<file path="src/rtl/spl_pkg.sv">
// Shared types and constants for the shelf packer with LRU pages.
// Used by every module of the block but spl_ram, and by its checker.
package spl_pkg;

  localparam int DEF_PAGE_SIZE = 1024;
  localparam int DEF_MAX_PAGES = 8;
  localparam int DIM_W         = 12;
  localparam int SUM_W         = 14;
  localparam int STAMP_W       = 64;
  localparam int TP_W          = 3;
  localparam int POS_W         = 10;
  localparam int CNT_CMP_W     = 7;

  typedef enum logic [0:0] {
    KIND_PLACE = 1'b0,
    KIND_TOUCH = 1'b1
  } spl_kind_e;

  typedef struct packed {
    spl_kind_e           kind;
    logic [DIM_W-1:0]    rect_width;
    logic [DIM_W-1:0]    rect_height;
    logic [TP_W-1:0]     touch_page;
    logic [STAMP_W-1:0]  use_stamp;
  } spl_req_t;

  typedef struct packed {
    logic             ok;
    logic [TP_W-1:0]  page_index;
    logic [POS_W-1:0] pos_x;
    logic [POS_W-1:0] pos_y;
    logic             new_page;
    logic             evicted;
  } spl_rsp_t;

  typedef enum logic [3:0] {
    ST_IDLE,
    ST_DECODE,
    ST_ROW,
    ST_HCHK,
    ST_ALLOC,
    ST_SCAN,
    ST_DRAIN,
    ST_EVICT,
    ST_PLACE
  } spl_state_e;

  typedef struct packed {
    logic load;
    logic rsp_touch;
    logic touch_wr;
    logic rsp_zero;
    logic adv_row;
    logic open_new;
    logic scan_start;
    logic scan_rd;
    logic open_evict;
    logic place;
  } spl_cmd_t;

  typedef struct packed {
    logic is_touch;
    logic touch_ok;
    logic size_ok;
    logic pvalid;
    logic row_fits;
    logic hfit;
    logic count_full;
    logic scan_last;
    logic best_use;
  } spl_sts_t;

endpackage

</file>
<file path="src/rtl/spl_ram.sv">
// Generic single-write, single-read RAM with registered read data.
// No dependencies.
module spl_ram #(
  parameter int WIDTH = 64,
  parameter int DEPTH = 8
) (
  input  logic                                       clk_i,
  input  logic                                       we_i,
  input  logic [((DEPTH > 1) ? $clog2(DEPTH) : 1)-1:0] waddr_i,
  input  logic [WIDTH-1:0]                           wdata_i,
  input  logic [((DEPTH > 1) ? $clog2(DEPTH) : 1)-1:0] raddr_i,
  output logic [WIDTH-1:0]                           rdata_o
);

  logic [WIDTH-1:0] mem_q [DEPTH];
  logic [WIDTH-1:0] rdata_q;

  always_ff @(posedge clk_i) begin
    if (we_i) begin
      mem_q[waddr_i] <= wdata_i;
    end
    rdata_q <= mem_q[raddr_i];
  end

  assign rdata_o = rdata_q;

endmodule

</file>
<file path="src/rtl/spl_ctrl.sv">
// Controller state machine of the shelf packer.
// Depends on spl_pkg; drives commands into spl_dp from its status.
module spl_ctrl import spl_pkg::*; (
  input  logic     clk_i,
  input  logic     rst_ni,
  input  logic     start_i,
  input  spl_sts_t sts_i,
  output spl_cmd_t cmd_o,
  output logic     busy_o
);

  spl_state_e state_q, state_d;

  always_ff @(posedge clk_i or negedge rst_ni) begin
    if (!rst_ni) begin
      state_q <= ST_IDLE;
    end else begin
      state_q <= state_d;
    end
  end

  always_comb begin
    state_d = state_q;
    case (state_q)
      ST_IDLE: begin
        if (start_i) state_d = ST_DECODE;
      end
      ST_DECODE: begin
        if (sts_i.is_touch || !sts_i.size_ok) state_d = ST_IDLE;
        else if (sts_i.pvalid) state_d = ST_ROW;
        else state_d = ST_ALLOC;
      end
      ST_ROW:   state_d = ST_HCHK;
      ST_HCHK: begin
        state_d = sts_i.hfit ? ST_PLACE : ST_ALLOC;
      end
      ST_ALLOC: begin
        state_d = sts_i.count_full ? ST_SCAN : ST_PLACE;
      end
      ST_SCAN: begin
        if (sts_i.scan_last) state_d = ST_DRAIN;
      end
      ST_DRAIN: state_d = ST_EVICT;
      ST_EVICT: begin
        state_d = sts_i.best_use ? ST_IDLE : ST_PLACE;
      end
      ST_PLACE: state_d = ST_IDLE;
      default:  state_d = ST_IDLE;
    endcase
  end

  always_comb begin
    cmd_o  = '0;
    busy_o = 1'b1;
    case (state_q)
      ST_IDLE: begin
        busy_o     = 1'b0;
        cmd_o.load = start_i;
      end
      ST_DECODE: begin
        if (sts_i.is_touch) begin
          cmd_o.rsp_touch = 1'b1;
          cmd_o.touch_wr  = sts_i.touch_ok;
        end else if (!sts_i.size_ok) begin
          cmd_o.rsp_zero = 1'b1;
        end
      end
      ST_ROW:   cmd_o.adv_row = !sts_i.row_fits;
      ST_HCHK:  cmd_o = '0;
      ST_ALLOC: begin
        cmd_o.scan_start = sts_i.count_full;
        cmd_o.open_new   = !sts_i.count_full;
      end
      ST_SCAN:  cmd_o.scan_rd = 1'b1;
      ST_DRAIN: cmd_o = '0;
      ST_EVICT: begin
        cmd_o.rsp_zero   = sts_i.best_use;
        cmd_o.open_evict = !sts_i.best_use;
      end
      ST_PLACE: cmd_o.place = 1'b1;
      default:  cmd_o = '0;
    endcase
  end

endmodule

</file>
<file path="src/rtl/spl_dp.sv">
// Datapath of the shelf packer: request latch, shelf, page bookkeeping,
// LRU scan over the stamp RAM and result register. Depends on spl_pkg, spl_ram.
module spl_dp import spl_pkg::*; #(
  parameter int PAGE_SIZE = DEF_PAGE_SIZE,
  parameter int MAX_PAGES = DEF_MAX_PAGES
) (
  input  logic     clk_i,
  input  logic     rst_ni,
  input  spl_req_t req_i,
  input  spl_cmd_t cmd_i,
  output spl_sts_t sts_o,
  output spl_rsp_t rsp_o,
  output logic     done_o
);

  localparam int CW = $clog2(PAGE_SIZE + 1);
  localparam int PW = (MAX_PAGES > 1) ? $clog2(MAX_PAGES) : 1;
  localparam int NW = $clog2(MAX_PAGES + 1);

  spl_req_t           req_q, req_d;
  logic [CW-1:0]      x_q, x_d, y_q, y_d, hgt_q, hgt_d;
  logic               pvalid_q, pvalid_d;
  logic [PW-1:0]      ppage_q, ppage_d;
  logic [NW-1:0]      cnt_q, cnt_d;
  logic [PW-1:0]      scan_addr_q, scan_addr_d;
  logic               cmp_vld_q, cmp_vld_d;
  logic [PW-1:0]      cmp_idx_q, cmp_idx_d;
  logic [PW-1:0]      best_idx_q, best_idx_d;
  logic [STAMP_W-1:0] best_age_q, best_age_d;
  logic               best_use_q, best_use_d;
  logic               fresh_q, fresh_d, evict_q, evict_d;
  spl_rsp_t           rsp_q, rsp_d;
  logic               done_q, done_d;

  logic [STAMP_W-1:0] rd_stamp;
  logic               rd_match;
  logic [STAMP_W-1:0] rd_age;
  logic [PW-1:0]      tp_addr;
  logic [PW-1:0]      wr_addr;
  logic [SUM_W-1:0]   w_ext, h_ext, x_sum, y_sum;

  assign w_ext   = SUM_W'(req_q.rect_width);
  assign h_ext   = SUM_W'(req_q.rect_height);
  assign x_sum   = SUM_W'(x_q) + w_ext + SUM_W'(1);
  assign y_sum   = SUM_W'(y_q) + h_ext + SUM_W'(1);
  assign tp_addr = PW'(req_q.touch_page);
  assign wr_addr = cmd_i.place ? ppage_q : tp_addr;

  spl_ram #(
    .WIDTH(STAMP_W),
    .DEPTH(MAX_PAGES)
  ) u_stamp_ram (
    .clk_i  (clk_i),
    .we_i   (cmd_i.touch_wr | cmd_i.place),
    .waddr_i(wr_addr),
    .wdata_i(req_q.use_stamp),
    .raddr_i(scan_addr_q),
    .rdata_o(rd_stamp)
  );

  assign rd_match = (rd_stamp == req_q.use_stamp);
  assign rd_age   = rd_match ? '1 : rd_stamp;

  always_comb begin
    sts_o.is_touch   = (req_q.kind == KIND_TOUCH);
    sts_o.touch_ok   = CNT_CMP_W'(req_q.touch_page) < CNT_CMP_W'(cnt_q);
    sts_o.size_ok    = (req_q.rect_width != '0) && (req_q.rect_height != '0) &&
                       (w_ext <= SUM_W'(PAGE_SIZE - 2)) && (h_ext <= SUM_W'(PAGE_SIZE - 2));
    sts_o.pvalid     = pvalid_q;
    sts_o.row_fits   = (x_sum <= SUM_W'(PAGE_SIZE));
    sts_o.hfit       = (y_sum <= SUM_W'(PAGE_SIZE));
    sts_o.count_full = (cnt_q == NW'(MAX_PAGES));
    sts_o.scan_last  = (scan_addr_q == PW'(MAX_PAGES - 1));
    sts_o.best_use   = best_use_q;
  end

  always_comb begin
    req_d       = req_q;
    x_d         = x_q;
    y_d         = y_q;
    hgt_d       = hgt_q;
    pvalid_d    = pvalid_q;
    ppage_d     = ppage_q;
    cnt_d       = cnt_q;
    scan_addr_d = scan_addr_q;
    cmp_vld_d   = cmd_i.scan_rd;
    cmp_idx_d   = scan_addr_q;
    best_idx_d  = best_idx_q;
    best_age_d  = best_age_q;
    best_use_d  = best_use_q;
    fresh_d     = fresh_q;
    evict_d     = evict_q;
    rsp_d       = rsp_q;
    done_d      = 1'b0;

    if (cmd_i.load) begin
      req_d   = req_i;
      fresh_d = 1'b0;
      evict_d = 1'b0;
    end

    if (cmd_i.rsp_touch) begin
      rsp_d  = '0;
      done_d = 1'b1;
      if (sts_o.touch_ok) begin
        rsp_d.ok         = 1'b1;
        rsp_d.page_index = req_q.touch_page;
      end
    end

    if (cmd_i.rsp_zero) begin
      rsp_d  = '0;
      done_d = 1'b1;
    end

    if (cmd_i.adv_row) begin
      x_d   = CW'(1);
      y_d   = CW'(SUM_W'(y_q) + SUM_W'(hgt_q) + SUM_W'(1));
      hgt_d = '0;
    end

    if (cmd_i.open_new || cmd_i.open_evict) begin
      ppage_d  = cmd_i.open_new ? PW'(cnt_q) : best_idx_q;
      pvalid_d = 1'b1;
      x_d      = CW'(1);
      y_d      = CW'(1);
      hgt_d    = '0;
      fresh_d  = 1'b1;
      evict_d  = cmd_i.open_evict;
    end

    if (cmd_i.open_new) begin
      cnt_d = cnt_q + NW'(1);
    end

    if (cmd_i.scan_start) begin
      scan_addr_d = '0;
    end else if (cmd_i.scan_rd) begin
      scan_addr_d = scan_addr_q + PW'(1);
    end

    if (cmp_vld_q && ((cmp_idx_q == '0) || (rd_age < best_age_q))) begin
      best_idx_d = cmp_idx_q;
      best_age_d = rd_age;
      best_use_d = rd_match;
    end

    if (cmd_i.place) begin
      x_d = CW'(x_sum);
      if (h_ext > SUM_W'(hgt_q)) hgt_d = CW'(req_q.rect_height);
      rsp_d.ok         = 1'b1;
      rsp_d.page_index = TP_W'(ppage_q);
      rsp_d.pos_x      = POS_W'(x_q);
      rsp_d.pos_y      = POS_W'(y_q);
      rsp_d.new_page   = fresh_q;
      rsp_d.evicted    = evict_q;
      done_d           = 1'b1;
    end
  end

  always_ff @(posedge clk_i or negedge rst_ni) begin
    if (!rst_ni) begin
      x_q         <= CW'(1);
      y_q         <= CW'(1);
      hgt_q       <= '0;
      pvalid_q    <= 1'b0;
      ppage_q     <= '0;
      cnt_q       <= '0;
      scan_addr_q <= '0;
      cmp_vld_q   <= 1'b0;
      cmp_idx_q   <= '0;
      best_use_q  <= 1'b0;
      fresh_q     <= 1'b0;
      evict_q     <= 1'b0;
      done_q      <= 1'b0;
    end else begin
      x_q         <= x_d;
      y_q         <= y_d;
      hgt_q       <= hgt_d;
      pvalid_q    <= pvalid_d;
      ppage_q     <= ppage_d;
      cnt_q       <= cnt_d;
      scan_addr_q <= scan_addr_d;
      cmp_vld_q   <= cmp_vld_d;
      cmp_idx_q   <= cmp_idx_d;
      best_use_q  <= best_use_d;
      fresh_q     <= fresh_d;
      evict_q     <= evict_d;
      done_q      <= done_d;
    end
  end

  always_ff @(posedge clk_i) begin
    req_q      <= req_d;
    best_idx_q <= best_idx_d;
    best_age_q <= best_age_d;
    rsp_q      <= rsp_d;
  end

  assign rsp_o  = rsp_q;
  assign done_o = done_q;

endmodule

</file>
<file path="src/rtl/shelf_packer_with_lru_pages.sv">
// Top level of the shelf packer with LRU page eviction.
// Depends on spl_pkg, spl_ctrl, spl_dp (and spl_ram below it).
//
// A request is taken when start is high while busy is low; its result
// appears on rsp_o for one cycle with done_o, and the receiver cannot stall
// it. A touch or a rejected size is answered from the decode state, a
// placement on the open page after the shelf and height checks, the first
// placement after reset after page allocation, a placement that opens a new
// page after both, and one that must evict after an LRU scan: the eviction
// walks the page stamps one per cycle through the read port of the stamp RAM.
module shelf_packer_with_lru_pages import spl_pkg::*; #(
  parameter int PAGE_SIZE = DEF_PAGE_SIZE,
  parameter int MAX_PAGES = DEF_MAX_PAGES
) (
  input  logic     clk_i,
  input  logic     rst_ni,
  input  logic     start,
  output logic     busy,
  input  spl_req_t req_i,
  output logic     done_o,
  output spl_rsp_t rsp_o
);

  spl_cmd_t cmd;
  spl_sts_t sts;

  spl_ctrl u_ctrl (
    .clk_i  (clk_i),
    .rst_ni (rst_ni),
    .start_i(start),
    .sts_i  (sts),
    .cmd_o  (cmd),
    .busy_o (busy)
  );

  spl_dp #(
    .PAGE_SIZE(PAGE_SIZE),
    .MAX_PAGES(MAX_PAGES)
  ) u_dp (
    .clk_i (clk_i),
    .rst_ni(rst_ni),
    .req_i (req_i),
    .cmd_i (cmd),
    .sts_o (sts),
    .rsp_o (rsp_o),
    .done_o(done_o)
  );

endmodule

</file>
<file path="config.mk">
export PLATFORM = sky130hd
export DESIGN_NAME = shelf_packer_with_lru_pages
export DESIGN_NICKNAME = d
export VERILOG_FILES = /design/src/rtl/spl_pkg.sv /design/src/rtl/spl_ram.sv /design/src/rtl/spl_ctrl.sv /design/src/rtl/spl_dp.sv /design/src/rtl/shelf_packer_with_lru_pages.sv
export SDC_FILE = /design/constraint.sdc
export NUM_CORES = 1
export LEC_CHECK = 0
export BUFFER_PORTS_ARGS = -buffer_cell sky130_fd_sc_hd__buf_2
export CAP_MARGIN = 20
export CORE_UTILIZATION = 43
export CTS_BUF_LIST = sky130_fd_sc_hd__clkbuf_16
export CTS_CLUSTER_DIAMETER = 120
export CTS_CLUSTER_SIZE = 40
export DETAILED_ROUTE_END_ITERATION = 10
export PLACE_DENSITY_LB_ADDON = 0.25
export RECOVER_POWER = 100
export SLEW_MARGIN = 25
export SYNTH_ARGS = -nofsm -noshare
export SYNTH_HDL_FRONTEND = slang
export SYNTH_HIERARCHICAL = 1
export SYNTH_SLANG_ARGS = --single-unit
export TNS_END_PERCENT = 5
</file>
<file path="constraint.sdc">
create_clock -name clk_i -period 8.4 [get_ports clk_i]
set_input_delay 1.68 -clock clk_i [delete_from_list [all_inputs] [get_ports clk_i]]
set_output_delay 1.68 -clock clk_i [all_outputs]
set_load 0.01 [all_outputs]
</file>
Word-level counts from Yosys, hierarchy flattened
Memory sizes are Yosys's and may differ from the RTL's. A register that Yosys moved wholly into a read port is not among the register bits.
Index checks and enable logic that the tools add are counted.
{ "word_totals": {"register_bits": 241, "memories": 1, "word_cells": 125, "input_bits": 95, "output_inout_bits": 28, "ram_bits": 512} }
{ "op_classes": {"reduce_logical": 22, "bitwise_logic": 1, "muxes": 46, "eq_ne": 13, "order_cmp": 7, "add_sub_neg": 8} }
{ "memory_table": {"columns": ["memory", "words", "word_bits", "read_ports", "rd_ports_with_merged_regs", "write_ports", "line", "rtl"], "rows": [
  ["u_dp.u_stamp_ram.mem_q", 8, 64, 1, 1, 1, "spl_ram.sv:15", "logic [WIDTH-1:0] mem_q [DEPTH];"]
]} }
{ "ops": {"columns": ["cell", "n"], "rows": [
  ["$mux W11", 9],
  ["$eq A64 B64 Y1", 1],
  ["$lt A64 B64 Y1", 1],
  ["$mux W64", 1],
  ["$mux W26", 2],
  ["$pmux W4 S8", 1],
  ["$add A14 B1 Y14 const B", 2],
  ["$le A14 B11 Y1 const B", 2],
  ["$mux W4", 7],
  ["$add A11 B12 Y13", 2],
  ["$mux W25", 1],
  ["$le A12 B10 Y1 const B", 2],
  ["$reduce_bool A12 Y1", 2],
  ["$eq A4 B3 Y1 const B", 4],
  ["$mux W1", 16],
  ["$mux W3", 5],
  ["$gt A12 B11 Y1", 1],
  ["$add A11 B1 Y11 const B", 1],
  ["$add A11 B11 Y11", 1],
  ["$eq A4 B2 Y1 const B", 2],
  ["$eq A4 B4 Y1 const B", 2],
  ["$reduce_bool A2 Y1", 4],
  ["$mux W2", 3],
  ["$reduce_bool A3 Y1", 2],
  ["14 further kinds", 23]
]} }

Logic depth before layout (Yosys ltp)
Gate-level depths: netlist of the first run.
{ "depth": {"word_depth": 9, "ltp_mapped": 19, "depth_no_buf": 17} }

Hierarchy
The synthesis of the first run kept the hierarchy.
{ "by_module_without_submodules": {"columns": ["module", "area_each_um2", "cells_per_inst", "instances", "seq_area_each_um2"], "rows": [
  ["spl_ram", 20547.2, 816, 1, 16656.0],
  ["spl_dp", 12414.4, 1033, 1, 6849.1],
  ["spl_ctrl", 400.4, 49, 1, 100.1]
]} }

Least setup slack after synthesis of the first run
No wires, ideal clock.
{ "synth_path": {"kind": "flip-flop to flip-flop", "start": "reg u_ctrl.state_q[0]", "end": "mem u_dp.u_stamp_ram.mem_q[4][0] (enable)", "arrival_time_ns": 6.123, "setup_slack_ns": 1.712, "n_path_buf": 2, "path_stages_with_launch": 8, "t_required_ns": 7.835, "setup_ns": 0.565, "synth_period_minus_slack_ns": 6.688, "path_cell_list": "dfrtp_1 > clkbuf_1 > nor4b_1 > clkbuf_1 > nand2_1 > o21ai_0 > nand2_1 > nor3_1"} }
{ "synth_rtl": {"columns": ["element", "line", "rtl"], "rows": [
  ["from (decl)", "spl_ctrl.sv:12", "spl_state_e state_q, state_d;"],
  ["from (signal assigned)", "spl_ctrl.sv:18", "state_q <= state_d;"],
  ["to (decl)", "spl_ram.sv:15", null]
]} }

==> impl_metrics.csv, run 1 <==
group,metric,value,unit
run_status,outcome,"finished, violations left",
run_status,violations,"max-capacitance violations, max-slew violations",
routing,routed-via-count,16600,
routing,drc,0,
place,dp_hpwl,44900,µm
logic_synthesis,synth_edf_count,696,
timing,rsz0062_at_grt,"no",
grt,grt_max_degree,59,
finish,final_util,0.470,
clock_network,htreeDepth,1,
timing,final_max_slew_viol_count,599,
logic_synthesis,synth_cell_types,74,
clock_network,clock_latency,650,ps
grt,grt_pass1_vias,17100,
timing,hold_ws,470,ps
clock_network,postCtsSetupBuffers,0,
finish,final_area,35900,µm²
logic_synthesis,netlist_instances,1898,
routing,met3_length,2900,µm
die,start_util,0.437,
grt,grt_first_pass_wirelength,109000,µm
clock_network,post_cts_resize_count,0,
routing,drt_iter0_markers,1264,
clock_network,path_clk_slew,130,ps
logic_synthesis,synth_top_area_frac,0.626,
timing,final-hold-violation-count,0,
logic_synthesis,netlist_top_cells_area,"edfxtp_1, mux4_2, ha_1, dfrtp_1, dfxtp_1",
min_path,hp-class,"flop to flop",
timing,worst_pin_slew,3850,ps
finish,layout_common_cells,"edfxtp_1, mux4_2, ha_1",
timing,tns,0,ps
die,die_w,281,µm
power_and_ir_drop,irDropWorstVdd,0.174,mV
place,gp_congestion,0.852,
die,die_y,281,µm
timing,fin_crit,6820,ps
place,port_buffers,122,
clock_network,tritoncts.num_buffers,27,
routing,wire_per_inst,23.5,µm
critical_path,crit_required,8670,ps
finish,nets,2217,
critical_path,endpoint_kind,"flop",
logic_synthesis,yosysTopAreaCell,"edfxtp_1",
job,max_cap_viol_count,14,
clock_network,postCtsHoldBufs,0,
logic_synthesis,ys_warn_count,6,
timing,post-route-period-util,0.812,
finish,finalNonFillerCells,3059,
critical_path,arrival,7100,ps
power_and_ir_drop,p_per_area,276,nW/µm²
clock_network,cts_sinks,817,
logic_synthesis,synth_ff_type,"edfxtp_1",
logic_synthesis,syn_area_per_cell,17.6,µm²
logic_synthesis,ys_async_sr_fraction,0.0685,
logic_synthesis,synth_area,33400,µm²
critical_path,path_max_fanout,43,
critical_path,start_kind,"flop",
die,dieArea,78700,µm²
timing,setup_violations,0,
die,coreArea,76300,µm²
critical_path,path_class,"flop to flop",
timing,fmax,0.147,GHz
finish,drive_above_1_share,0.163,
routing,top_layer_used,"met4",
logic_synthesis,ys_seq_elements,817,
place,post-place-cells,3008,
logic_synthesis,synth_nets,2107,
place,place_area,35200,µm²
routing,wl_met1,33600,µm
timing,worst_slack,1580,ps
routing,viasPerCell,5.43,
routing,met2_length,34500,µm
finish,final_common_cell,"edfxtp_1",
power_and_ir_drop,leakage,12.2,nW
timing,skew,56.3,ps
timing,max-slew-margin-rel,-1.57,
grt,grt_usage,0.185,
die,io_pins,123,
clock_network,clockBufferDepth,3,
clock_network,cts_root_buf,"clkbuf_16",
die,placementRows,101,
grt,grt.overflow.total,0,
logic_synthesis,yosysSeqAreaShare,0.708,
power_and_ir_drop,p_total,9.90,mW
routing,postRouteAntennaNets,0,
clock_network,cts_tree,"built",
place,place_ws,2490,ps
routing,first_pass_iters,5,
routing,drt-total-wl,71800,µm
finish,fill_cells,6544,
finish,syn_to_final_growth,7.58,%
grt,antenna_found_initial,3,
-- critical path, cell delays in order, from the launching register on --
cell      delay, ps
dfrtp_1         550
nor4b_1        1610
clkbuf_1       1160
o21ai_0         380
nand2b_1        380
nor3_2          150
clkbuf_1       1300
buf_4           880
-- layout make-up --
cell class,instances,area [µm²],share of cell area
diodes,1,2.50,0.0000697
clock inverters,22,219,0.00610
inverters,98,368,0.0102
well taps,1030,1290,0.0359
multi-input cells,918,9060,0.253
repair buffers,146,664,0.0185
flip-flops and latches,817,23600,0.658
clock buffers,27,676,0.0188
-- worst paths after layout --
kind,start,endpoint,slack (ps),cells past startpoint
max,u_ctrl/state_q[1],u_dp/u_stamp_ram/mem_q[0][53],1580,7
max in group asynchronous,rst_ni,u_dp/cmp_idx_d[2],3850,2
min,u_dp/cmp_idx_q[2],u_dp/best_idx_q[2],470,0
min reg2reg,u_dp/cmp_idx_q[2],u_dp/best_idx_q[2],470,0
min in group asynchronous,rst_ni,u_dp/x_q[4],2250,2
max reg2reg,u_ctrl/state_q[1],u_dp/u_stamp_ram/mem_q[0][53],1580,7
-- metal layers --
| layer | global-route usage | vias to the layer above |
|---|---|---|
| met1 | 0.277 | 8667 |
| met5 | 0 | - |
| li1 | - | 7538 |
| met3 | 0.0157 | 47 |
| met4 | 0.0273 | 0 |
| met2 | 0.302 | 360 |
-- report_power, final --
group          internal, mW  total (mW)  switching, mW
Clock                 0.640        1.87           1.23
Combinational          1.14        2.41           1.27
Sequential             5.10        5.61          0.514
-- registers in the layout, indices dropped and copies added (netlist names), 3 cells and up --
name and count:
u_dp/cmp_idx_q 3, u_dp/u_stamp_ram/rdata_o 64, u_dp/x_q 11, u_dp/rsp_o 26, u_dp/best_age_q 64, u_dp/cmp_idx_d 3, u_dp/u_stamp_ram/mem_q 512, u_dp/tp_addr 3
u_dp/ppage_q 3, u_dp/req_q 76, u_dp/y_q 11, u_dp/cnt_q 4, u_dp/best_idx_q 3, u_dp/h_ext 12, u_dp/hgt_q 11, u_ctrl/state_q 4
-- cell families (layout without fill, tap and decap cells) --
logic type                 count (synthesis)  in the layout  synth area share
xor gates and xnor gates                  79             79            0.0207
DFF                                      817            817             0.708
muxes                                    220            220             0.117
buffers and inverters                    163            293            0.0219
AOI/OAI and AO/OA                        158            158            0.0318
and+or+nand+nor                          347            347            0.0579
other                                      0              1                 0
adders and majority gates                114            114            0.0432
-- Yosys cell counts, types with 24 or more instances --
master / n
nor2_1: 47
inv_1: 98
dfxtp_1: 65
nand4_1: 38
edfxtp_1: 696
ha_1: 112
a21oi_1: 32
nand2b_1: 74
xnor2_1: 72
dfrtp_1: 54
mux2_2: 75
clkbuf_1: 32
o21ai_0: 39
and2_1: 24
mux4_2: 128
nor3_1: 27
nand2_1: 52
(Power assumes the default switching activity.)
==> inputs of run 2 (changes only) <==
--- a/config.mk
+++ b/config.mk
@@ -5,6 +5,7 @@
 export SDC_FILE = /design/constraint.sdc
 export NUM_CORES = 1
 export LEC_CHECK = 0
+export ABC_AREA = 1
 export BUFFER_PORTS_ARGS = -buffer_cell sky130_fd_sc_hd__buf_2
 export CAP_MARGIN = 20
 export CORE_UTILIZATION = 43
==> constraint.sdc (replaced) <==
create_clock -name clk_i -period 5.8 [get_ports clk_i]
set_input_delay 1.16 -clock clk_i [delete_from_list [all_inputs] [get_ports clk_i]]
set_output_delay 1.16 -clock clk_i [all_outputs]
set_load 0.01 [all_outputs]
==> impl_metrics.csv, run 2 <==
group,metric,value,unit
run_status,outcome,"finished, violations left",
run_status,violations,"max-capacitance violations, max-slew violations",
critical_path,path_max_fanout,32,
timing,setup_violations,0,
routing,drc,0,
timing,hold_ws,459,ps
timing,skew,37.3,ps
power_and_ir_drop,leakage,18.0,nW
finish,reg_top3,"u_dp/u_stamp_ram/mem_q: 512 flops, u_dp/req_q: 76 flops",
finish,largest_reg_flops,512,
clock_network,cts_root_buf,"clkbuf_16",
logic_synthesis,synth.most_common_cell,"nand2_1",
critical_path,worst_path_max_delay_cell,"clkbuf_1",
grt,grt_first_pass_wirelength,124000,µm
clock_network,post_cts_resize_count,0,
timing,fmax,0.203,GHz
logic_synthesis,netlist_top_cells_area,"edfxtp_1, nand2_1, inv_1, nand3_1, ha_1",
routing,routed-via-count,23100,
logic_synthesis,synthTopCellsByCount,"nand2_1, inv_1, edfxtp_1, nand3_1, ha_1",
logic_synthesis,synth_nets,3897,
timing,tns,0,ps
critical_path,path_depth,11,
finish,layout_common_cells,"nand2_1, inv_1, edfxtp_1",
logic_synthesis,netlist_instances,3688,
grt,grt_usage,0.185,
critical_path,crit_required,6070,ps
finish,drive_above_1_share,0.0454,
critical_path,path_delay_family,"buffers and inverters",
finish,max_flop_register,"u_dp/u_stamp_ram/mem_q",
die,placementRows,106,
timing,rsz0062_at_grt,"no",
die,io_pins,123,
place,port_buffers,122,
clock_network,clock_latency,660,ps
logic_synthesis,yosysTopAreaCell,"edfxtp_1",
critical_path,start_kind,"flop",
clock_network,path_clk_slew,140,ps
logic_synthesis,synthMuxAreaShare,0,
timing,max-slew-margin-rel,-2.03,
critical_path,endpoint_kind,"flop",
logic_synthesis,ys_async_sr_fraction,0.0685,
grt,grt.overflow.total,0,
clock_network,cts_sinks,817,
routing,first_pass_iters,5,
timing,post-route-period-util,0.848,
clock_network,postCtsHoldBufs,0,
place,gp_congestion,0.798,
logic_synthesis,synth_edf_count,696,
clock_network,cts_tree,"built",
logic_synthesis,synth_area,36700,µm²
finish,final_common_cell,"nand2_1",
routing,viasPerCell,4.70,
logic_synthesis,synth_top_family_by_area,"simple AND/OR/NAND/NOR gates",
critical_path,r2r_cells,11,
critical_path,path_class,"flop to flop",
finish,seq_area,23600,µm²
logic_synthesis,syn_area_per_cell,9.96,µm²
clock_network,tritoncts.num_buffers,25,
critical_path,path_buf_inv,4,
clock_network,clockBufferDepth,3,
clock_network,htreeDepth,1,
critical_path,crit_top_cell,"nand2_1",
job,max_cap_viol_count,6,
logic_synthesis,synth_fa_ha_area_frac,0.0393,
logic_synthesis,ys_warn_count,6,
grt,grt_pass1_vias,22100,
logic_synthesis,synth_ff_type,"edfxtp_1",
clock_network,postCtsSetupBuffers,0,
finish,final_area,39100,µm²
grt,grt_max_degree,202,
critical_path,arrival,5190,ps
power_and_ir_drop,p_total,15.5,mW
place,place_area,38500,µm²
die,coreArea,84100,µm²
timing,fin_crit,4920,ps
routing,postRouteAntennaNets,0,
finish,fill_cells,7841,
routing,drt_iter0_markers,1442,
logic_synthesis,synth_compound_area_frac,0.0242,
critical_path,cpPeakStageDelay,1150,ps
finish,nets,3962,
timing,final-hold-violation-count,0,
timing,final_max_slew_viol_count,276,
logic_synthesis,synthXorXnorAreaFrac,0.00787,
critical_path,cp_cell_sequence,"nor2_1 -> nand2_1 -> nor2_2 -> clkbuf_1 -> inv_1 -> nand2_1 -> nand2_1 -> inv_1 -> nand2_1 -> nor2_1 -> clkbuf_2",
logic_synthesis,yosysSeqAreaShare,0.643,
die,die_y,294,µm
die,dieArea,86600,µm²
die,die_w,294,µm
routing,drt-total-wl,79600,µm
min_path,hp-class,"flop to flop",
finish,syn_to_final_growth,6.43,%
finish,final_util,0.465,
power_and_ir_drop,irDropWorstVdd,0.275,mV
routing,wire_per_inst,16.2,µm
die,start_util,0.437,
min_path,hold_path_depth,0,
power_and_ir_drop,p_per_area,396,nW/µm²
grt,antenna_found_initial,5,
logic_synthesis,synth_top_area_frac,0.569,
logic_synthesis,ys_seq_elements,817,
logic_synthesis,synth-simple-area-share,0.185,
timing,worst_pin_slew,4550,ps
logic_synthesis,synth_cell_types,54,
finish,multi_input_area,9450,µm²
place,dp_hpwl,46000,µm
[run 2: worst register-to-register path: cells and delay by family (launching register included)]
kind | cells | cell delay, ps
and+or+nand+nor | 7 | 1360
DFF | 1 | 480
buffers and inverters | 4 | 2680
[run 2: final timing paths]
kind / start / endpoint / slack, ps
setup / recovery: u_ctrl/state_q[1] / u_dp/u_stamp_ram/mem_q[0][37] / 880
hold / removal: u_dp/cmp_idx_q[0] / u_dp/best_idx_q[0] / 460
setup reg to reg: u_ctrl/state_q[1] / u_dp/u_stamp_ram/mem_q[0][37] / 880
hold reg to reg: u_dp/cmp_idx_q[0] / u_dp/best_idx_q[0] / 460
max in group asynchronous: rst_ni / u_dp/cmp_idx_d[2] / 2350
min in group asynchronous: rst_ni / u_dp/y_q[10] / 720
[run 2: cell type report]
class	count	share of cell area
clock inverter	19	0.00327
multi-input combinational	1951	0.242
sequential	817	0.604
antenna	4	0.000256
clock buffer	25	0.0160
tap	1134	0.0363
inverter	803	0.0775
timing repair buffer	155	0.0204
[run 2: cell families after synthesis]
group | after synthesis
xor+xnor | 33
simple gates | 1669
fa+ha+maj | 114
flops | 817
buf+inv | 920
compound gates | 135
[run 2: per-layer routing]
metal	routed length, µm	vias up	GRT usage
met1	35600	10900	0.250
met5	7	-	0
met4	1430	2	0.0420
met2	39100	439	0.323
met3	3470	79	0.0164
li1	-	11700	-
[run 2: power breakdown]
| part | switching (mW) | internal, mW | total [mW] |
|---|---|---|---|
| clock network | 1.73 | 0.826 | 2.55 |
| logic | 3.27 | 1.56 | 4.83 |
| registers | 0.595 | 7.49 | 8.08 |
| total | 5.60 | 9.87 | 15.5 |
[run 2: stage by stage]
stage | setup WS, ps | instances
after detailed placement | 1360 | 4860
after global routing | 490 | 4908
final | 881 | 4908
after floorplan | 1130 | 3688
after global placement | 1380 | 4860
after CTS | 1300 | 4904
